<file path="src/hdl/lpc_div.sv">
`timescale 1ns / 1ps
// ----------------------------------------------------------------------------
// lpc_div
// Pipelined restoring divider, one quotient bit per stage.
// ----------------------------------------------------------------------------
module lpc_div #(
  parameter int NW = 22,
  parameter int DW = 12,
  parameter int QW = 10,
  parameter int SW = 1
) (
  input  logic          clk,
  input  logic          en,
  input  logic [NW-1:0] num,
  input  logic [DW-1:0] den,
  input  logic [SW-1:0] side_in,
  output logic [QW-1:0] quo,
  output logic [SW-1:0] side_out
);

  // The quotient must fit in QW bits: num < den * 2**QW.
  localparam int W = NW + DW + QW;

  logic [NW-1:0] rem_r  [QW];
  logic [DW-1:0] den_r  [QW];
  logic [QW-1:0] quo_r  [QW];
  logic [SW-1:0] side_r [QW];

  for (genvar s = 0; s < QW; s++) begin : g_stage
    localparam int B = QW - 1 - s;
    logic [NW-1:0] rem_prev;
    logic [DW-1:0] den_prev;
    logic [QW-1:0] quo_prev;
    logic [SW-1:0] side_prev;
    logic [W-1:0]  rem_x;
    logic [W-1:0]  sub_x;
    logic          ge;
    logic [NW-1:0] rem_nxt;
    logic [QW-1:0] quo_nxt;

    if (s == 0) begin : g_first
      assign rem_prev  = num;
      assign den_prev  = den;
      assign quo_prev  = '0;
      assign side_prev = side_in;
    end else begin : g_next
      assign rem_prev  = rem_r[s-1];
      assign den_prev  = den_r[s-1];
      assign quo_prev  = quo_r[s-1];
      assign side_prev = side_r[s-1];
    end

    assign rem_x   = W'(rem_prev);
    assign sub_x   = W'(den_prev) << B;
    assign ge      = (rem_x >= sub_x);
    assign rem_nxt = ge ? NW'(rem_x - sub_x) : rem_prev;
    assign quo_nxt = ge ? (quo_prev | (QW'(1) << B)) : quo_prev;

    always_ff @(posedge clk) begin
      if (en) begin
        rem_r[s]  <= rem_nxt;
        den_r[s]  <= den_prev;
        quo_r[s]  <= quo_nxt;
        side_r[s] <= side_prev;
      end
    end
  end

  assign quo      = quo_r[QW-1];
  assign side_out = side_r[QW-1];

endmodule

</file>
<file path="config.mk">
export PLATFORM = sky130hd
export DESIGN_NAME = lpc_div
export DESIGN_NICKNAME = d
export VERILOG_FILES = /design/src/hdl/lpc_div.sv
export SDC_FILE = /design/constraint.sdc
export NUM_CORES = 1
export LEC_CHECK = 0
export BUFFER_PORTS_ARGS = -buffer_cell sky130_fd_sc_hd__buf_2
export CORE_AREA = 8 8 202 204
export CTS_CLUSTER_SIZE = 24
export DETAILED_ROUTE_END_ITERATION = 10
export DIE_AREA = 0 0 210 212
export GPL_ROUTABILITY_DRIVEN = 0
export PLACE_DENSITY = 0.68
export SKIP_LAST_GASP = 1
export SYNTH_ARGS = -nofsm -noshare
export SYNTH_HDL_FRONTEND = slang
export SYNTH_SLANG_ARGS = --single-unit
</file>
<file path="constraint.sdc">
create_clock -name clk -period 5.4 [get_ports clk]
set_input_delay 0.81 -clock clk [delete_from_list [all_inputs] [get_ports clk]]
set_output_delay 0.81 -clock clk [all_outputs]
set_load 0.05 [all_outputs]
</file>
# == Yosys cells after proc, flatten, opt, wreduce, memory -nomap -nowiden ==
# Memories as Yosys holds them, arrays and structs flattened.
# Cells that the tools add are included.
# totals
reg_bits,0
mem_bits_rw,450
input_bits,37
out_inout_bits,11
word_cells,46
n_memories,4
# op_classes
addsub,10
magnitude_cmp,10
muxes,22
# memory_table
name,words,width,rd,rd_ports_with_merged_regs,wr,line,source
rem_r,10,22,9,0,10,24,logic [NW-1:0] rem_r [QW];
den_r,10,12,9,0,10,25,logic [DW-1:0] den_r [QW];
quo_r,10,10,10,0,10,26,logic [QW-1:0] quo_r [QW];
side_r,10,1,10,0,10,27,logic [SW-1:0] side_r [QW];
# ops
op,n
22-bit two-way mux,10
22-bit by 12-bit greater-or-equal comparator with 1-bit output,1
22-bit by 13-bit greater-or-equal comparator with 1-bit output,1
22-bit by 14-bit greater-or-equal comparator with 1-bit output,1
22-bit by 15-bit greater-or-equal comparator with 1-bit output,1
22-bit by 16-bit greater-or-equal comparator with 1-bit output,1
22-bit by 17-bit greater-or-equal comparator with 1-bit output,1
22-bit by 18-bit greater-or-equal comparator with 1-bit output,1
22-bit by 19-bit greater-or-equal comparator with 1-bit output,1
22-bit by 20-bit greater-or-equal comparator with 1-bit output,1
22-bit by 21-bit greater-or-equal comparator with 1-bit output,1
22-bit by 12-bit subtractor with 22-bit output,1
22-bit by 13-bit subtractor with 22-bit output,1
22-bit by 14-bit subtractor with 22-bit output,1
22-bit by 15-bit subtractor with 22-bit output,1
22-bit by 16-bit subtractor with 22-bit output,1
22-bit by 17-bit subtractor with 22-bit output,1
22-bit by 18-bit subtractor with 22-bit output,1
22-bit by 19-bit subtractor with 22-bit output,1
22-bit by 20-bit subtractor with 22-bit output,1
22-bit by 21-bit subtractor with 22-bit output,1
10-bit two-way mux,1
9-bit two-way mux,1
8-bit two-way mux,1
7 further kinds,9

# == Longest topological paths before layout ==
# Gate-level depths: netlist of the first run.
# An unclocked memory read counts as a cell.
# logic_depth
word_depth,3
depth_mapped,12

# == Worst setup path after synthesis of the first run ==
# Ideal clock, no wire load.
# synth_path
kind,input-to-reg
from,in den[5]
to,"mem rem_r[0][13], data pin"
setup_ns,0.260
arrival_ns,2.653
t_required_ns,5.140
setup_slack_ns,2.487
path_stages,9
cell_sequence,inv_1 > ha_1 > nor4b_1 > nand4_1 > nor4_1 > a2111oi_0 > nand2_1 > buf_2 > mux2_2
# synth_rtl
item,line,source
"start, declared",15,"input logic [DW-1:0] den,"
"end, declared",24,

==> results of run 1 <==
-- worst max-delay path, stage by stage, from the launching register on --
cell and delay (ps):
edfxtp_1 390, inv_1 70, ha_1 170, inv_1 60, fa_1 410, a21o_1 210
a221oi_1 600, a21oi_1 270, nor2_1 170, buf_4 230, inv_2 170, and3_1 180
a21o_1 150
-- cells in the mapped netlist, drive strengths merged (20+ instances only) --
library cell,n
nor3,29
xor2,39
mux2,50
nor4,20
inv,164
nand2,88
nand3,26
nand4,22
o21ai,52
xnor2,74
a21o,28
ha,120
a21oi,112
nor2,112
edfxtp,371
-- final timing paths --
kind	start	to	slack, ps	cells past startpoint
max reg2reg	rem_r[6][2]	rem_r[7][11]	2050	12
max	rem_r[6][2]	rem_r[7][11]	2050	12
min	quo_r[2][8]	quo_r[3][8]	410	0
min reg2reg	quo_r[2][8]	quo_r[3][8]	410	0
-- through the flow --
step	worst slack, ps	instances	utilization, %	hold slack, ps	instance area (um^2)
CTS	2060	2195	56.5	403	21400
finish	2050	2195	56.5	412	21400
floorplan	2490	1572	-	400	19300
global placement	1930	2120	53.2	400	20200
detailed placement	1870	2120	53.2	405	20200
global route	1760	2195	56.5	408	21400
-- metal layers --
metal / part of all wire, % / vias to the layer above / GRT usage, % / wire length [um]
met5: 0 / - / 0 / 0
met4: 5.6 / 0 / 9.87 / 1960
met3: 3.8 / 121 / 3.30 / 1330
met2: 54 / 280 / 31.7 / 19000
met1: 37 / 5742 / 15.4 / 13000
li1: - / 6012 / - / -
-- layout make-up --
class,instances,area [um^2]
fill,3082,16500
sequential,371,11100
multi-input combinational,1011,7450
clock buffer,51,1110
tap,518,648
inverter,165,619
timing repair buffer,55,318
clock inverter,24,153
-- sequential cells by signal, summed over array words and instances, names as in the netlist --
signal and cells:
rem_r 198, den_r 108, quo_r 55, side_r 10
-- logic make-up (layout without fill, tap and decap cells) --
family,Yosys count,count (layout),share of synthesized area (%)
buf+inv,190,295,3.76
simple gates,384,384,10.0
fa+ha+maj,129,129,8.71
flops,371,371,57.7
compound gates,326,326,11.3
xor+xnor,113,113,5.13
mux,59,59,3.38
-- power groups by stage --
| stage | Sequential (mW) | Clock, mW | Combinational [mW] |
|---|---|---|---|
| 3_5_place_dp | 4.35 | 0 | 3.15 |
| 3_3_place_gp | 4.33 | 0 | 3.05 |
| 2_1_floorplan | 4.25 | 0 | 2.53 |
| 6_report | 4.30 | 2.60 | 3.20 |
| 4_1_cts | 4.29 | 2.68 | 3.18 |
| 5_1_grt | 4.36 | 2.79 | 3.59 |
==> flow_metrics.tcl, run 1 <==
set metrics [dict create \
    status "completed" \
    final_nets 1812 \
    synth-seq-cells 371 \
    grt_max_degree 117 \
    layout-drive-gt1-share_pct 11.1 \
    cp_data_arrival_time_ps 3650 \
    cp-end-kind "flop" \
    period_minus_slack_ps 3350 \
    routed_wl_mm 35.3 \
    rows 72 \
    synth.avg_cell_area_um2 12.3 \
    drtPass1Iterations 5 \
    yosysTopAreaCellShare_pct 57.7 \
    synth_area_leaders "edfxtp_1 58%, ha_1 7.8%, xnor2_1 3.4%, inv_1 3.2%, mux2_2 2.9%" \
    ys_async_sr_fraction_pct 0 \
    yosys_warnings 0 \
    port_buffers 47 \
    clkPwrFrac_pct 25.7 \
    synthFlopType "edfxtp_1" \
    coreArea_um2 37900 \
    max_freq_mhz 298 \
    cts_root_buffer "clkbuf_16" \
    cp.required_ps 5700 \
    place_hpwl_mm 25.8 \
    synthesis.nets 1738 \
    diodes 0 \
    p_seq_share_pct 42.6 \
    die_h_um 212 \
    clock_latency_ps 550 \
    postCtsHoldBufs 0 \
    hp-class "flop to flop" \
    irDropWorstVdd_mv 0.272 \
    totalPowerFinal_mw 10.1 \
    synth_edf_count 371 \
    ys_types 76 \
    yosysSeqAreaShare_pct 57.7 \
    cts_max_level 2 \
    syn_area_um2 19300 \
    yosys.area.top_type "edfxtp_1" \
    vias 12200 \
    combinationalPowerShare_pct 31.7 \
    power.share.switching_pct 31.5 \
    tns_ps 0 \
    worst_pin_slew_ps 941 \
    p_per_area_nw_per_um2 471 \
    power.internal_mw 6.92 \
    cts_resized 0 \
    maxSlewHeadroom_pct 36.9 \
    grt_pass1_wl_mm 59.3 \
    die-area_um2 44500 \
    post_cts_buffers 0 \
    max_cap_viol_count 0 \
    clk_path_buf_depth 3 \
    chipWidth_um 210 \
    hold_viol 0 \
    final_cell_mix "371 x edfxtp_1, 163 x inv_1, 120 x ha_1" \
    start_util_pct 50.9 \
    synthCells 1572 \
    syn_to_final_growth_pct 11.0 \
    overflow 0 \
    crit_type "flop to flop" \
    leakage_nw 8.34 \
    finClkSkew_ps 16.9 \
    viasPerCell 5.54 \
    p_sw_mw 3.18 \
    start_kind "flop" \
    groute.usage.overall_pct 16.2 \
    antenna_found_initial 0 \
    cts-buffers-inserted 42 \
    final_max_slew_viol_count 0 \
    first_global_vias 12800 \
    ant_nets 0 \
    cts_tree "yes" \
    drt_iter0_drc 606 \
    rsz0062_at_grt "false" \
    final_common_cell "edfxtp_1" \
    clkTransAtPathRegs_ps 60 \
    detail_route.wl_per_cell_um 16.1 \
    critPathMaxFanout 17 \
    finalCritPeriodShare_pct 62.1 \
    cts.sinks 371 \
    finalSetupViolations 0 \
    drc 0 \
    ioPinCount 48 \
]
(Power assumes the default switching activity.)
==> run 2: changes to the inputs <==
Settings changed: PLACE_DENSITY 0.68 to 0.7.
Clock period 5.4 ns to 2.95 ns, I/O delays scaled along.
==> flow_metrics.tcl, run 2 (same netlist as run 1, synthesis figures left out) <==
set metrics [dict create \
    stdcell_count 2252 \
    drtPass1Iterations 5 \
    maxSlewHeadroom_pct 34.8 \
    grt_pass1_wl_mm 59.1 \
    final_nets 1869 \
    rsz0062_at_grt "false" \
    clock_latency_ps 540 \
    rows 72 \
    routed_wl_mm 36.0 \
    cts_max_level 2 \
    first_global_vias 13000 \
    period_minus_slack_ps 2840 \
    finalCritPeriodShare_pct 96.2 \
    place_area_um2 20700 \
    groute.usage.overall_pct 16.1 \
    ant_nets 0 \
    layout-drive-gt1-share_pct 14.7 \
    crit_type "flop to flop" \
    critPathMaxFanout 13 \
    cts_root_buffer "clkbuf_16" \
    largest_reg_flops 198 \
    totalPowerFinal_mw 18.9 \
    drt_iter0_drc 585 \
    placed_cells 2178 \
    finClkSkew_ps 14.5 \
    final_max_slew_viol_count 0 \
    ioPinCount 48 \
    viasPerCell 5.53 \
    diodes 0 \
    antenna_found_initial 0 \
    regMostFlops "rem_r" \
    clkTransAtPathRegs_ps 50 \
    clk_path_buf_depth 3 \
    leakage_nw 8.66 \
    cp-end-kind "flop" \
    cp_data_arrival_time_ps 3120 \
    cts.sinks 371 \
    grt_max_degree 91 \
    place_hpwl_mm 26.9 \
    start_util_pct 50.9 \
    cts_tree "yes" \
    worst_pin_slew_ps 967 \
    die_h_um 212 \
    coreArea_um2 37900 \
    p_per_area_nw_per_um2 855 \
    postCtsHoldBufs 0 \
    hp-class "input port to flop" \
    final_common_cell "edfxtp_1" \
    die-area_um2 44500 \
    detail_route.wl_per_cell_um 16.0 \
    cp.required_ps 3240 \
    start_kind "flop" \
    max_cap_viol_count 0 \
    irDropWorstVdd_mv 0.439 \
    chipWidth_um 210 \
    overflow 0 \
    port_buffers 47 \
    hold_viol 0 \
    syn_to_final_growth_pct 14.3 \
    cts-buffers-inserted 41 \
    finalSetupViolations 0 \
    post-route-cell-area_um2 22100 \
    final_cell_mix "371 x edfxtp_1, 163 x inv_1, 119 x ha_1" \
    drc 0 \
    max_freq_mhz 352 \
    vias 12400 \
    whs_ps 88.7 \
    status "completed" \
    reg_top3 "rem_r x198, den_r x108, quo_r x55" \
]
[run 2: routing by layer]
metal	wire length (um)	vias up	part of all wire, %	GRT usage, %
li1	-	6126	-	-
met1	13000	5936	36	14.9
met2	20100	269	56	32.9
met3	1070	116	3.0	2.48
met4	1860	0	5.2	9.06
met5	0	-	0	0
[run 2: path summary, 6_finish.rpt]
check          startpoint      endpoint  slack (ps)  cells past startpoint
min reg2reg   quo_r[7][5]   quo_r[8][5]         420                      0
max reg2reg  rem_r[2][17]  rem_r[3][15]         110                      7
min               side_in     side_r[0]          90                      1
max          rem_r[2][17]  rem_r[3][15]         110                      7
[run 2: final cells by class]
cell class	count	area [um^2]
Tap cell	518	648
Fill cell	2998	15900
Multi-Input combinational cell	1011	7530
Timing Repair Buffer	113	841
Inverter	165	619
Clock buffer	52	1110
Sequential cell	371	11100
Clock inverter	22	171
[run 2: what timing repair did]
action | in CTS | in global routing
resized for setup | 6 | 13
pin swaps | 0 | 3
setup buffers | 0 | 0
endpoints found under the setup margin | 19 | 39
[run 2: worst max-delay path, stage by stage (launching register included)]
cell      delay (ps)
edfxtp_1         410
ha_2             440
or4b_2           660
nor4_4           260
a21oi_2          160
and2_0           160
buf_4            190
mux2_2           300
[run 2: report_power, final]
| part | switching (mW) | internal (mW) |
|---|---|---|
| sequential | 0.610 | 7.24 |
| combinational | 3.31 | 2.88 |
| clock | 1.96 | 2.84 |
[run 2: stage by stage]
stage	worst slack (ps)	setup TNS [ps]	utilization, %
final	111	0	58.2
after global routing	3.31	0	58.2
after CTS	21.9	0	58.0
after detailed placement	-288	-3580	54.6
after global placement	-207	-2350	54.6
after floorplan	225	0	-
==> run 3: changes to the inputs <==
Settings changed: MAX_ROUTING_LAYER set to met4, RECOVER_POWER set to 50.
==> flow_metrics.tcl, run 3 (same netlist as run 1, synthesis figures left out) <==
set metrics [dict create \
    p_per_area_nw_per_um2 857 \
    vias 12400 \
    cp.required_ps 3230 \
    fin_ws_ps 104 \
    fillerInstances 3004 \
    clkTransAtPathRegs_ps 60 \
    p_seq_share_pct 41.7 \
    grt_pass1_wl_mm 59.1 \
    top_usage_layer "met2" \
    globalRouteMet3Util_pct 2.46 \
    drtPass1Iterations 5 \
    use_met2_pct 32.9 \
    viasPerCell 5.52 \
    crit_type "flop to flop" \
    syn_to_final_growth_pct 14.0 \
    cts.sinks 371 \
    hold_viol 0 \
    die_h_um 212 \
    maxSlewHeadroom_pct -59.2 \
    cts_max_level 2 \
    worst_pin_slew_ps 2390 \
    cp_data_arrival_time_ps 3120 \
    place_hpwl_mm 26.9 \
    max_cap_viol_count 1 \
    final_common_cell "edfxtp_1" \
    diodes 0 \
    drc 0 \
    max_freq_mhz 351 \
    final_nets 1869 \
    groute.usage.overall_pct 16.6 \
    clkPwrFrac_pct 25.5 \
    critPathMaxFanout 13 \
    drt_iter0_drc 541 \
    regMostFlops "rem_r" \
    clk_path_buf_depth 3 \
    grt_max_degree 91 \
    finClkSkew_ps 15.0 \
    irDropWorstVdd_mv 0.442 \
    start_util_pct 50.9 \
    final_cell_mix "371 x edfxtp_1, 163 x inv_1, 119 x ha_1" \
    coreArea_um2 37900 \
    largest_reg_flops 198 \
    start_kind "flop" \
    finalCritPeriodShare_pct 96.5 \
    hp-class "input port to flop" \
    chipWidth_um 210 \
    finalSetupViolations 0 \
    failed_checks "max-capacitance violations, max-slew violations" \
    final_max_slew_viol_count 87 \
    combinationalPowerShare_pct 32.9 \
    whs_ps 89.7 \
    cts_tree "yes" \
    ant_nets 0 \
    reg_top3 "rem_r x198, den_r x108, quo_r x55" \
    antenna_found_initial 0 \
    routed_wl_mm 36.1 \
    overflow 0 \
    cts-buffers-inserted 41 \
    leakage_nw 8.59 \
    cts_root_buffer "clkbuf_16" \
    power.internal_mw 13.0 \
    period_minus_slack_ps 2850 \
    pre_cts_slack_ps -288 \
    power.share.switching_pct 31.2 \
    tns_ps 0 \
    post_cts_buffers 0 \
    ioPinCount 48 \
    detail_route.wl_per_cell_um 16.0 \
    port_buffers 47 \
    rows 72 \
    p_sw_mw 5.89 \
    rsz0062_at_grt "false" \
    layout-drive-gt1-share_pct 13.6 \
    first_global_vias 13000 \
    die-area_um2 44500 \
    cp-end-kind "flop" \
    use_met1_pct 15.0 \
    status "finished with violations" \
    clock_latency_ps 530 \
]
[run 3: changes by cell type in the layout (fill, tap and decap cells not counted)]
cell and change:
buf_12 -1, buf_2 -17, buf_4 -3, buf_8 -1, clkbuf_1 +20, clkbuf_2 +2
[run 3: power by group through the flow]
stage	logic (mW)	registers [mW]	clock network, mW
after global routing	6.85	7.97	5.14
after detailed placement	6.03	7.94	0
after floorplan	4.62	7.77	0
after CTS	6.10	7.84	4.95
final	6.20	7.86	4.80
after global placement	5.84	7.90	0
[run 3: worst paths after layout]
kind              slack, ps          end  depth (start not counted)         start
setup / recovery        100  rem_r[3][7]                          7  rem_r[2][17]
setup reg to reg        100  rem_r[3][7]                          7  rem_r[2][17]
hold reg to reg         420  quo_r[8][5]                          0   quo_r[7][5]
hold / removal           90    side_r[0]                          1       side_in
[run 3: repair_timing]
action                                  CTS  global route
resized for setup                         6            13
endpoints found under the hold margin     0             0
pin swaps                                 0             3
endpoints found under the setup margin   19            39
hold buffers                              0             0
[run 3: area by class of cell]
class,instances,area (um^2),area share (%)
clock buffer,52,1110,5.04
sequential,371,11100,50.6
inverter,165,619,2.81
timing repair buffer,113,783,3.56
clock inverter,22,171,0.779
multi-input combinational,1011,7530,34.2
tap,518,648,2.95
[run 3: critical path, stage by stage (launching register included)]
cell and delay [ps]:
edfxtp_1 410, ha_2 440, or4b_2 660, nor4_4 260, a21oi_2 170, and2_0 160, buf_4 190, mux2_2 290
[run 3: routing by layer]
metal / wire length, um / share of wire (%)
met1: 13100 / 36
met2: 20100 / 56
met3: 1080 / 3.0
met4: 1800 / 5.0
met5: 0 / 0
[run 3: through the flow]
step | std cells | power [mW] | instance area (um^2) | utilization [%]
after floorplan | 1572 | 12.4 | 19300 | -
after global placement | 2178 | 13.7 | 20700 | 54.6
after detailed placement | 2178 | 14.0 | 20700 | 54.6
after CTS | 2252 | 18.9 | 22000 | 58.0
after global routing | 2252 | 20.0 | 22000 | 58.0
final | 2252 | 18.9 | 22000 | 58.0
