**src/hdl/lpc_pkg.sv**
```systemverilog
`timescale 1ns / 1ps
// ----------------------------------------------------------------------------
// lpc_pkg
// Shared types and constants for the line position centroid block.
// ----------------------------------------------------------------------------
package lpc_pkg;

  localparam int NUM_SENSORS = 8;
  localparam int FULL_SCALE  = 1000;

  localparam int SAMPLE_W = 12;
  localparam int THRESH_W = 10;
  localparam int LEVEL_W  = 10;
  localparam int POS_W    = 13;
  localparam int NUM_W    = 22;
  localparam int DQ_W     = 10;
  localparam int TOTAL_W  = $clog2(NUM_SENSORS * FULL_SCALE + 1);
  localparam int WSUM_W   =
    $clog2(FULL_SCALE * FULL_SCALE * NUM_SENSORS * (NUM_SENSORS - 1) / 2 + 1);
  localparam int QP_W     = $clog2((NUM_SENSORS - 1) * FULL_SCALE + 1);

  localparam int ADDR_W = 4;
  localparam int DATA_W = 32;

  localparam logic [1:0] REG_MIN    = 2'd0;
  localparam logic [1:0] REG_MAX    = 2'd1;
  localparam logic [1:0] REG_THRESH = 2'd2;

  localparam logic [SAMPLE_W-1:0] MIN_RESET    = 12'd0;
  localparam logic [SAMPLE_W-1:0] MAX_RESET    = 12'd4095;
  localparam logic [THRESH_W-1:0] THRESH_RESET = 10'd200;

  typedef struct packed {
    logic [SAMPLE_W-1:0] sample_0;
    logic [SAMPLE_W-1:0] sample_1;
    logic [SAMPLE_W-1:0] sample_2;
    logic [SAMPLE_W-1:0] sample_3;
    logic [SAMPLE_W-1:0] sample_4;
    logic [SAMPLE_W-1:0] sample_5;
    logic [SAMPLE_W-1:0] sample_6;
    logic [SAMPLE_W-1:0] sample_7;
  } in_t;

  typedef struct packed {
    logic             line_found;
    logic [POS_W-1:0] position;
  } out_t;

  typedef struct packed {
    logic                seen;
    logic [LEVEL_W-1:0]  level;
    logic [WSUM_W-1:0]   prod;
  } lane_res_t;

endpackage

```
**src/hdl/lpc_div.sv**
```systemverilog
`timescale 1ns / 1ps
// ----------------------------------------------------------------------------
// lpc_div
// Pipelined restoring divider, one quotient bit per stage.
// ----------------------------------------------------------------------------
module lpc_div #(
  parameter int NW = 22,
  parameter int DW = 12,
  parameter int QW = 10,
  parameter int SW = 1
) (
  input  logic          clk,
  input  logic          en,
  input  logic [NW-1:0] num,
  input  logic [DW-1:0] den,
  input  logic [SW-1:0] side_in,
  output logic [QW-1:0] quo,
  output logic [SW-1:0] side_out
);

  // The quotient must fit in QW bits: num < den * 2**QW.
  localparam int W = NW + DW + QW;

  logic [NW-1:0] rem_r  [QW];
  logic [DW-1:0] den_r  [QW];
  logic [QW-1:0] quo_r  [QW];
  logic [SW-1:0] side_r [QW];

  for (genvar s = 0; s < QW; s++) begin : g_stage
    localparam int B = QW - 1 - s;
    logic [NW-1:0] rem_prev;
    logic [DW-1:0] den_prev;
    logic [QW-1:0] quo_prev;
    logic [SW-1:0] side_prev;
    logic [W-1:0]  rem_x;
    logic [W-1:0]  sub_x;
    logic          ge;
    logic [NW-1:0] rem_nxt;
    logic [QW-1:0] quo_nxt;

    if (s == 0) begin : g_first
      assign rem_prev  = num;
      assign den_prev  = den;
      assign quo_prev  = '0;
      assign side_prev = side_in;
    end else begin : g_next
      assign rem_prev  = rem_r[s-1];
      assign den_prev  = den_r[s-1];
      assign quo_prev  = quo_r[s-1];
      assign side_prev = side_r[s-1];
    end

    assign rem_x   = W'(rem_prev);
    assign sub_x   = W'(den_prev) << B;
    assign ge      = (rem_x >= sub_x);
    assign rem_nxt = ge ? NW'(rem_x - sub_x) : rem_prev;
    assign quo_nxt = ge ? (quo_prev | (QW'(1) << B)) : quo_prev;

    always_ff @(posedge clk) begin
      if (en) begin
        rem_r[s]  <= rem_nxt;
        den_r[s]  <= den_prev;
        quo_r[s]  <= quo_nxt;
        side_r[s] <= side_prev;
      end
    end
  end

  assign quo      = quo_r[QW-1];
  assign side_out = side_r[QW-1];

endmodule

```
**src/hdl/lpc_lane.sv**
```systemverilog
`timescale 1ns / 1ps
// ----------------------------------------------------------------------------
// lpc_lane
// One sensor lane: normalizes a raw sample to 0..1000 and weights it.
// ----------------------------------------------------------------------------
module lpc_lane #(
  parameter int LANE_IDX = 0
) (
  input  logic                          clk,
  input  logic                          en,
  input  logic [lpc_pkg::SAMPLE_W-1:0]  sample,
  input  logic [lpc_pkg::SAMPLE_W-1:0]  min_level,
  input  logic [lpc_pkg::SAMPLE_W-1:0]  max_level,
  input  logic [lpc_pkg::THRESH_W-1:0]  line_threshold,
  output lpc_pkg::lane_res_t            res
);

  localparam int WEIGHT = LANE_IDX * lpc_pkg::FULL_SCALE;

  logic [lpc_pkg::SAMPLE_W-1:0] span;
  logic [lpc_pkg::SAMPLE_W-1:0] diff;
  logic [lpc_pkg::NUM_W-1:0]    num;
  logic                         sat;
  logic                         zero;
  logic [lpc_pkg::NUM_W-1:0]    num_r;
  logic                         sat_r;
  logic                         zero_r;
  logic [lpc_pkg::NUM_W-1:0]    div_num;
  logic [lpc_pkg::DQ_W-1:0]     quo;
  logic [1:0]                   flags;
  logic [lpc_pkg::LEVEL_W-1:0]  level;
  lpc_pkg::lane_res_t           res_r;
  lpc_pkg::lane_res_t           res_nxt;

  assign span = max_level - min_level;
  assign diff = sample - min_level;
  assign num  = lpc_pkg::NUM_W'(diff) * lpc_pkg::NUM_W'(lpc_pkg::FULL_SCALE);
  // A quotient of 1024 or more saturates anyway, so the divider needs 10 bits.
  assign sat  = (num >= lpc_pkg::NUM_W'({span, {lpc_pkg::DQ_W{1'b0}}}));
  assign zero = (max_level <= min_level) || (sample <= min_level);

  always_ff @(posedge clk) begin
    if (en) begin
      num_r  <= num;
      sat_r  <= sat;
      zero_r <= zero;
    end
  end

  assign div_num = (sat_r || zero_r) ? '0 : num_r;

  lpc_div #(
    .NW (lpc_pkg::NUM_W),
    .DW (lpc_pkg::SAMPLE_W),
    .QW (lpc_pkg::DQ_W),
    .SW (2)
  ) u_div (
    .clk      (clk),
    .en       (en),
    .num      (div_num),
    .den      (span),
    .side_in  ({sat_r, zero_r}),
    .quo      (quo),
    .side_out (flags)
  );

  always_comb begin
    if (flags[0]) begin
      level = '0;
    end else if (flags[1] || (quo > lpc_pkg::DQ_W'(lpc_pkg::FULL_SCALE))) begin
      level = lpc_pkg::LEVEL_W'(lpc_pkg::FULL_SCALE);
    end else begin
      level = quo;
    end
    res_nxt.level = level;
    res_nxt.seen  = (level > line_threshold);
    res_nxt.prod  = lpc_pkg::WSUM_W'(level) * lpc_pkg::WSUM_W'(WEIGHT);
  end

  always_ff @(posedge clk) begin
    if (en) begin
      res_r <= res_nxt;
    end
  end

  assign res = res_r;

endmodule

```
**config.mk**
```make
export PLATFORM = sky130hd
export DESIGN_NAME = lpc_lane
export DESIGN_NICKNAME = d
export VERILOG_FILES = /design/src/hdl/lpc_pkg.sv /design/src/hdl/lpc_div.sv /design/src/hdl/lpc_lane.sv
export SDC_FILE = /design/constraint.sdc
export NUM_CORES = 1
export LEC_CHECK = 0
export BUFFER_PORTS_ARGS = -buffer_cell sky130_fd_sc_hd__buf_2
export CAP_MARGIN = 15
export CORE_UTILIZATION = 55
export DETAILED_ROUTE_END_ITERATION = 8
export GPL_TIMING_DRIVEN = 1
export MAX_ROUTING_LAYER = met4
export PLACE_DENSITY = 0.79
export SLEW_MARGIN = 25
export SYNTH_ARGS = -nofsm -noshare
export SYNTH_HDL_FRONTEND = slang
export SYNTH_SLANG_ARGS = --single-unit
export TNS_END_PERCENT = 10
```
**constraint.sdc**
```tcl
create_clock -name clk -period 14.75 [get_ports clk]
set_clock_uncertainty 0.05 [all_clocks]
set_input_delay 4.425 -clock clk [delete_from_list [all_inputs] [get_ports clk]]
set_output_delay 4.425 -clock clk [all_outputs]
set_load 0.01 [all_outputs]
```
After elaboration in Yosys (flattened, before gate mapping)
Memories as Yosys holds them, arrays and structs flattened.
Index checks and enable logic that the tools add are counted.
Widths: inputs -> output; s select.
Operators by class
  multiplexer cells: 25
  multiply operators: 1
  div/mod/pow operators: 0
  shift operators: 0
  magnitude comparators: 15
  equality and inequality tests: 0
  reductions and logical operators: 3
  $add $sub $neg: 12
  bitwise logic cells: 0
Operator list (number)
  $mux 22: 11
  $mux 10: 3
  $le 12x12->1: 2
  $sub 12x12->12: 2
  $ge 22x12->1: 1
  $ge 22x13->1: 1
  $ge 22x14->1: 1
  $ge 22x15->1: 1
  $ge 22x16->1: 1
  $ge 22x17->1: 1
  $ge 22x18->1: 1
  $ge 22x19->1: 1
  $ge 22x20->1: 1
  $ge 22x21->1: 1
  $ge 22x22->1: 1
  $sub 22x12->22: 1
  $sub 22x13->22: 1
  $sub 22x14->22: 1
  $sub 22x15->22: 1
  $sub 22x16->22: 1
  $sub 22x17->22: 1
  $sub 22x18->22: 1
  $sub 22x19->22: 1
  $sub 22x20->22: 1
  14 further kinds: 18
Storage, ports and cells
  input port bits: 48
  RAM bits: 460
  memories kept: 4
  bits in latches: 0
  output and inout bits: 36
  bits in read-only memories: 0
  flip-flop bits (word level): 32
  logic and storage cells: 65
Memories
  u_div.rem_r: words 10, width 22, rd ports 9, clocked after memory_dff 0, write ports 10, line lpc_div.sv:24  | logic [NW-1:0] rem_r [QW];
  u_div.den_r: words 10, width 12, rd ports 9, clocked after memory_dff 0, write ports 10, line lpc_div.sv:25  | logic [DW-1:0] den_r [QW];
  u_div.quo_r: words 10, width 10, rd ports 10, clocked after memory_dff 0, write ports 10, line lpc_div.sv:26  | logic [QW-1:0] quo_r [QW];
  u_div.side_r: words 10, width 2, rd ports 10, clocked after memory_dff 0, write ports 10, line lpc_div.sv:27  | logic [SW-1:0] side_r [QW];

Longest topological paths before layout
Gate-level depths: netlist of run 1.
An unclocked memory read counts as a cell.
  depth in word-level cells: 6
  depth in mapped cells: 31

Modules after synthesis
Synthesis of run 1 repeated with hierarchy kept, for this count alone.
Second synthesis, totals
  cells, all modules: 2139
  area, all modules: 24588.6 um^2
By module, submodules not included
  lpc_div: instances 1, area each 19471.2 um^2, cells an instance 1596
  lpc_lane: instances 1, area each 5117.4 um^2, cells an instance 543

Worst setup path before layout of run 1
No wires, ideal clock.
  path type: input -> register
  from: input port sample[0] (netlist bit)
  to: register sat_r, data pin
  data arrival time: 11.103 ns
  library setup time: 0.261 ns
  path slack: 3.336 ns
  cell stages on the path: 29
  path buffers: 0
  data required time: 14.439 ns
  cell sequence: inv_1 ha_1 inv_1 fa_1 a21o_1 a21oi_1 o21ai_0 a21oi_1 xor2_1 xor2_1 ha_1 inv_1 fa_1 fa_1 fa_1 inv_1 ha_1 a21o_1 a21oi_1 nor2b_1 a211oi_1 o21ai_0 or4_1 nand3_1 ha_1 and3_1 a221oi_1 o41a_1 o21ai_0
Between the ends
  word-level cells in the longest chain between the ends: 3
Ends and longest elaborated chain
  from (decl): line lpc_lane.sv:11  | input logic [lpc_pkg::SAMPLE_W-1:0] sample,
  $sub 12x12->12: line lpc_lane.sv:36  | assign diff = sample - min_level;
  $mul 12x7->19: line lpc_lane.sv:37  | assign num = lpc_pkg::NUM_W'(diff) * lpc_pkg::NUM_W'(lpc_pkg::FULL_SCALE);
  net num, one bit: line lpc_lane.sv:22  | logic [lpc_pkg::NUM_W-1:0] num;
  $ge 22x22->1: line lpc_lane.sv:39  | assign sat = (num >= lpc_pkg::NUM_W'({span, {lpc_pkg::DQ_W{1'b0}}}));
  net sat: line lpc_lane.sv:23  | logic sat;
  to (signal assigned): line lpc_lane.sv:45  | sat_r <= sat;
  to (decl): line lpc_lane.sv:26  | logic sat_r;
The timed path passes the listed nets, and every way through them passes these cells.
A chain may end at the register's enable or synchronous reset.

Final worst setup path of run 1
Ends and elaborated chain as after synthesis.

==> metrics.md, run 1 <==
| Metric | Value |
|---|---|
| Status | complete, no violations |
| Critical path data arrival time | about 12 ns |
| Least-Margin Pin Slew | around 1.0 ns |
| Post-synth top cells | edfxtp_1 (389), inv_1 (229), ha_1 (208) |
| RSZ-0062 raised after global routing | false |
| Static Leak | ~11 nW |
| Synth Warn # | 0 |
| Routed vias | approximately 16,000 |
| Met1 Use GR | around a quarter |
| Via density | between 5 and 6 |
| Worst min path class | flip-flop to flip-flop |
| Initial antenna violation count | 0 |
| Post-Synthesis Cell Area | between 20,000 and 25,000 µm² |
| Total routed wirelength | ~47 mm |
| Crit. End Element | flip-flop |
| Initial DRC count | 1,043 |
| Wire per inst | ~17 µm |
| Max cap viols | 0 |
| Port-buffer cells | just under 60 |
| CP max stage cell | xor2_1 |
| Max Fclk | roughly 85 MHz |
| Met2 Track Usage GR | roughly two fifths |
| DIE AREA | roughly 44,000 µm² |
| Setup TNS | 0 ns |
| Pwr/cell area | ~260 nW/µm² |
| Mean post-synth cell area | between 10 and 15 µm² |
| Worst Hold Slack | between 0.3 and 0.4 ns |
| Final #Nets | ~2,400 |
| I/O pins | between 80 and 90 |
| Sequential fraction of the synthesis area | 49.7% |
| Post-Synthesis Cells | between 2,000 and 2,500 |
| Clock net sink count | a little under 400 |
| CTS tree | yes |
| Area leader, netlist | edfxtp_1 |
| Slew Viols, Final | 0 |
| Setup violations, final | 0 |
| #FFs+latches synth | between 300 and 400 |
| Met3 GRT Util | around 3.2% |
| Critical path type | input port to flip-flop |
| Critical Path Max Stage Delay | ~0.54 ns |
| Post-synth top area share | between 40% and 50% |
| Clk Latency, worst-skew pair | between 0.5 and 0.6 ns |
| Ys async rst share | 0% |
| CTS resizes | 0 |
| Core area | between 40,000 and 50,000 µm² |
| Post-synth EDFFs | 389 |
| DRT antenna net count | 0 |
| Placer's final routability congestion estimate | slightly above 0.9 |
| Critical Path Start Type | input port |
| Fin crit period | between 10 and 15 ns |
| Top cells by area, synth | edfxtp_1 (50%), ha_1 (11%), fa_1 (3.7%) |
| Critical path peak fanout | 6 |
| N_diodes | 0 |
| Fin crit share | between 70% and 80% |
| Gr busiest metal | met2 |
| Main synth FF type | edfxtp_1 |
| DR pass1 iterations | 5 |
| Cts bufs inserted | between 40 and 50 |
| Max VDD drop | ~260 µV |
| Root buffer cell | clkbuf_16 |
| Die width | approximately 210 µm |
| Remaining DRCs | 0 |
| Post-CTS Hold Fix Bufs | 0 |
| HPWL after DPL | approximately 35 mm |
| GRT overflow | 0 |
| Final Hold Fails | 0 |
| CP required | around 15 ns |
| Count leader, synth | edfxtp_1 |
| CTS clk-pin slew, worst paths | roughly 0.06 ns |
| Share of layout cells above drive strength 1 | approximately 8.9% |
| Initial core utilization | 55.9% |
| Row count | 75 |
| Count of different cell masters after synthesis | between 70 and 80 |
| Tot GR Track Use | between 20 and 25% |
| # Post-CTS Setup Buffers | 0 |
| Vias in the first global route | approximately 16,000 |
| Synthesis-to-layout area growth | 9.31% |
| Global-route wire length before repair | 75.9 mm |
| Htree depth | 2 |
| Die Ht | 209 µm |
| Largest net degree at the start of global routing | 140 |
| Rel. slew slack | 31.7% |
| CTS Buffer Depth | 3 |
kinds of logic after synthesis:
kind of cell             count (synthesis)  share of synthesized area, %
AND/OR/NAND/NOR                        501                          10.9
AO/OA/AOI/OAI                          449                          12.3
flip-flops                             389                          49.7
buffers and inverters                  284                          5.06
adder cells (fa/ha/maj)                252                          14.8
XOR/XNOR                               146                          5.44
multiplexers                            37                          1.75
other                                    1                        0.0160
cell type report:
type / instances / area (µm²)
well taps: 539 / 674
flip-flops and latches: 389 / 11700
clock buffers: 43 / 1030
multi-input cells: 1410 / 10700
inverters: 231 / 870
repair buffers: 66 / 364
fillers: 3252 / 16400
clock inverters: 32 / 325
placed cells by master, fill, tap and decap left out, types with 57 or more instances in the layout:
| cell type | n |
|---|---|
| edfxtp_1 | 389 |
| inv_1 | 229 |
| ha_1 | 208 |
| nor2_1 | 144 |
| a21oi_1 | 130 |
| o21ai_0 | 97 |
| nand2_1 | 90 |
| xnor2_1 | 78 |
| xor2_1 | 68 |
| buf_2 | 57 |
report_power, final:
part           switching [W]  internal, W
clock               0.000426     0.000618
sequential          0.000167      0.00172
combinational        0.00213      0.00165
total                0.00272      0.00399
registers in the layout, summed over array words and instances, names as in the netlist:
register      flops
res              11
sat_r             1
u_div.quo_r      55
u_div.rem_r     174
zero_r            1
num_r            19
u_div.den_r     108
u_div.side_r     20
critical path, delay by kind of cell:
family          cells  cell delay [ns]
simple gates        4             0.92
buf+inv             5             0.32
fa+ha+maj           8             2.90
xor+xnor            2             0.85
compound gates     11             2.55
final timing paths:
| kind | start | end | slack (ns) | cells after the start |
|---|---|---|---|---|
| setup / recovery | sample[0] | sat_r | 3.02 | 30 |
| hold / removal | u_div.quo_r[8][2] | u_div.quo_r[9][2] | 0.36 | 0 |
| setup reg to reg | zero_r | u_div.rem_r[0][17] | 10.82 | 10 |
| hold reg to reg | u_div.quo_r[8][2] | u_div.quo_r[9][2] | 0.36 | 0 |
through the flow:
stage	setup WS, ns	utilization, %	instance area, µm²	power (W)	cells
after floorplan	3.34	-	23600	0.00473	2083
after global placement	2.79	57.8	24300	0.00542	2635
after detailed placement	2.58	57.9	24300	0.00559	2635
after CTS	3.16	61.1	25700	0.00669	2710
final	3.02	61.1	25700	0.00671	2710
after global routing	2.55	61.1	25700	0.00726	2710
layer usage:
layer / routed length (µm) / share of wire, % / vias to the layer above
met1: 19400 / 41 / 7403
met4: 1920 / 4.1 / 0
li1: - / - / 7608
met2: 23700 / 51 / 412
met3: 1860 / 4.0 / 137
met5: 0 / 0 / -
(Power assumes the default switching activity.)
==> inputs of run 2 (changes only) <==
==> constraint.sdc (replaced) <==
create_clock -name clk -period 10.8 [get_ports clk]
set_clock_uncertainty 0.05 [all_clocks]
set_input_delay 3.24 -clock clk [delete_from_list [all_inputs] [get_ports clk]]
set_output_delay 3.24 -clock clk [all_outputs]
set_load 0.01 [all_outputs]
==> run 2 against run 1 <==
Effect of this change: highest routed layer unchanged; critical endpoint unchanged; largest power group unchanged; register-to-register slack lost 3.9 ns; clock power increased by 42%; wire length down 1.0%; sequential power rose by 37%; sequential cell count unchanged; critical path type unchanged.
==> metrics.md, run 2 (same netlist as run 1, synthesis figures left out) <==
| Metric | Value |
|---|---|
| Status | complete, no violations |
| Setup violations, final | 0 |
| Initial antenna violation count | 0 |
| Critical Path Max Stage Delay | ~0.55 ns |
| CTS tree | yes |
| Die Ht | around 210 µm |
| Switching Share | about 40% |
| HPWL after DPL | 35.4 mm |
| # Post-CTS Setup Buffers | 0 |
| Slew Viols, Final | 0 |
| Fin crit period | 10.01 ns |
| CTS Buffer Depth | 3 |
| Power Internal | around 0.0055 W |
| Tot GR Track Use | 22.3% |
| Fin crit share | 92.7% |
| Worst min path class | flip-flop to flip-flop |
| Post-CTS Hold Fix Bufs | 0 |
| Routed vias | approximately 15,000 |
| Switching power of the nets | roughly 0.0037 W |
| Max Fclk | 99.9 MHz |
| Initial core utilization | a little under three fifths |
| Commonest cells after routing, fill and taps aside | edfxtp_1 (389), inv_1 (229), ha_1 (208), nor2_1 (144), a21oi_1 (130) |
| CTS resizes | 0 |
| Wire per inst | 17.1 µm |
| DRT antenna net count | 0 |
| Initial DRC count | 1,150 |
| Largest net degree at the start of global routing | between 150 and 200 |
| R2r setup slk | 6.95 ns |
| Final Hold Fails | 0 |
| Critical Path Start Type | input port |
| Crit. End Element | flip-flop |
| I/O pins | between 80 and 90 |
| Htree depth | 2 |
| Max cap viols | 0 |
| Total routed wirelength | between 40 and 50 mm |
| Placer's final routability congestion estimate | 0.937 |
| CP required | around 11 ns |
| Area occupied by multi-input gates | about 11,000 µm² |
| Clock net sink count | a little under 400 |
| Global-route wire length before repair | approximately 76 mm |
| Die width | ~210 µm |
| Register area | between 10,000 and 15,000 µm² |
| Fillers | 3,210 |
| Critical path peak fanout | 6 |
| Pwr/cell area | about 360 nW/µm² |
| RR Endpoint | u_div.rem_r[0][17] |
| Port-buffer cells | a little under 60 |
| Sequential Power Share | 27.9% |
| Biggest registers after layout | u_div.rem_r: 174 flops, u_div.den_r: 108 flops, u_div.quo_r: 55 flops |
| Critical path data arrival time | 10.27 ns |
| Setup TNS | 0 ns |
| Final #Nets | 2,441 |
| Setup ws final | between 0.7 and 0.8 ns |
| Most common cell after layout, fill and taps aside | edfxtp_1 |
| Row count | between 70 and 80 |
| Remaining DRCs | 0 |
| Via density | between 5 and 6 |
| DIE AREA | approximately 44,000 µm² |
| Least-Margin Pin Slew | 1.01 ns |
| Core area | 42,000 µm² |
| CTS clk-pin slew, worst paths | around 0.060 ns |
| Max VDD drop | roughly 350 µV |
| Static Leak | roughly 11 nW |
| Rel. slew slack | between 30 and 40% |
| CP Capture Point | sat_r |
| Clock power share | 16.1% |
| R2R cell count | 10 |
| CP max stage cell | fa_1 |
| Critical path type | input port to flip-flop |
| Share of layout cells above drive strength 1 | 8.83% |
| GRT overflow | 0 |
| RSZ-0062 raised after global routing | false |
| Clk Latency, worst-skew pair | about 0.58 ns |
| Root buffer cell | clkbuf_16 |
| Cts bufs inserted | between 40 and 50 |
| Combinational power share | 56.0% |
| Max reg flops | roughly 170 |
| N_diodes | 0 |
| Post-Place Setup Slack | between 0.2 and 0.25 ns |
| Top reg by flops | u_div.rem_r |
| Vias in the first global route | about 16,000 |
| Synthesis-to-layout area growth | 9.84% |
| Origin of the worst setup path | min_level[1] |
| DR pass1 iterations | 7 |
| Reg2reg start | sat_r |
[run 2: worst min path at each step]
stage,startpoint,to,slack [ns],cells past startpoint
2_1_floorplan,u_div.quo_r[0][9],u_div.quo_r[1][9],0.35,0
3_3_place_gp,u_div.quo_r[8][2],u_div.quo_r[9][2],0.35,0
3_5_place_dp,u_div.quo_r[6][6],u_div.quo_r[7][6],0.35,0
4_1_cts,u_div.quo_r[3][6],u_div.quo_r[4][6],0.35,0
5_1_grt,u_div.quo_r[3][6],u_div.quo_r[4][6],0.35,0
6_report,u_div.quo_r[3][6],u_div.quo_r[4][6],0.35,0
[run 2: power by group through the flow]
| stage | clock [W] | sequential, W | combinational (W) |
|---|---|---|---|
| 4_1_cts | 0.00151 | 0.00256 | 0.00510 |
| 3_5_place_dp | 0 | 0.00259 | 0.00507 |
| 5_1_grt | 0.00157 | 0.00260 | 0.00578 |
| 2_1_floorplan | 0 | 0.00250 | 0.00395 |
| 3_3_place_gp | 0 | 0.00258 | 0.00487 |
| 6_report | 0.00148 | 0.00257 | 0.00515 |
[run 2: worst max-delay path, delay by kind of cell]
| family | cells | cell delay [ns] |
|---|---|---|
| adders and majority gates | 7 | 2.74 |
| AOI/OAI and AO/OA | 10 | 2.08 |
| and+or+nand+nor | 6 | 1.24 |
| buffers and inverters | 5 | 0.57 |
| xor gates and xnor gates | 1 | 0.42 |
[run 2: metal layers]
metal / track usage (%) / part of all wire, % / vias to the layer above
met5: - / 0 / -
met4: 8.32 / 3.4 / 0
met3: 3.32 / 4.0 / 106
met2: 39.3 / 51 / 393
met1: 25.8 / 42 / 7367
li1: - / - / 7614
[run 2: area by class of cell]
| class | count | share of cell area (%) |
|---|---|---|
| Sequential cell | 389 | 45.3 |
| Multi-Input combinational cell | 1410 | 41.6 |
| Clock buffer | 47 | 4.15 |
| Timing Repair Buffer | 68 | 1.55 |
| Inverter | 231 | 3.37 |
| Clock inverter | 30 | 1.46 |
| Tap cell | 539 | 2.61 |
[run 2: per-stage QoR]
step | utilization (%) | std cells | hold slack, ns | cell area (µm²) | total power [W]
after floorplan | - | 2083 | 0.350 | 23600 | 0.00645
after global placement | 57.9 | 2636 | 0.351 | 24300 | 0.00745
after detailed placement | 57.9 | 2636 | 0.355 | 24300 | 0.00766
after CTS | 61.3 | 2713 | 0.350 | 25800 | 0.00918
after global routing | 61.4 | 2714 | 0.354 | 25800 | 0.00995
final | 61.4 | 2714 | 0.350 | 25800 | 0.00920
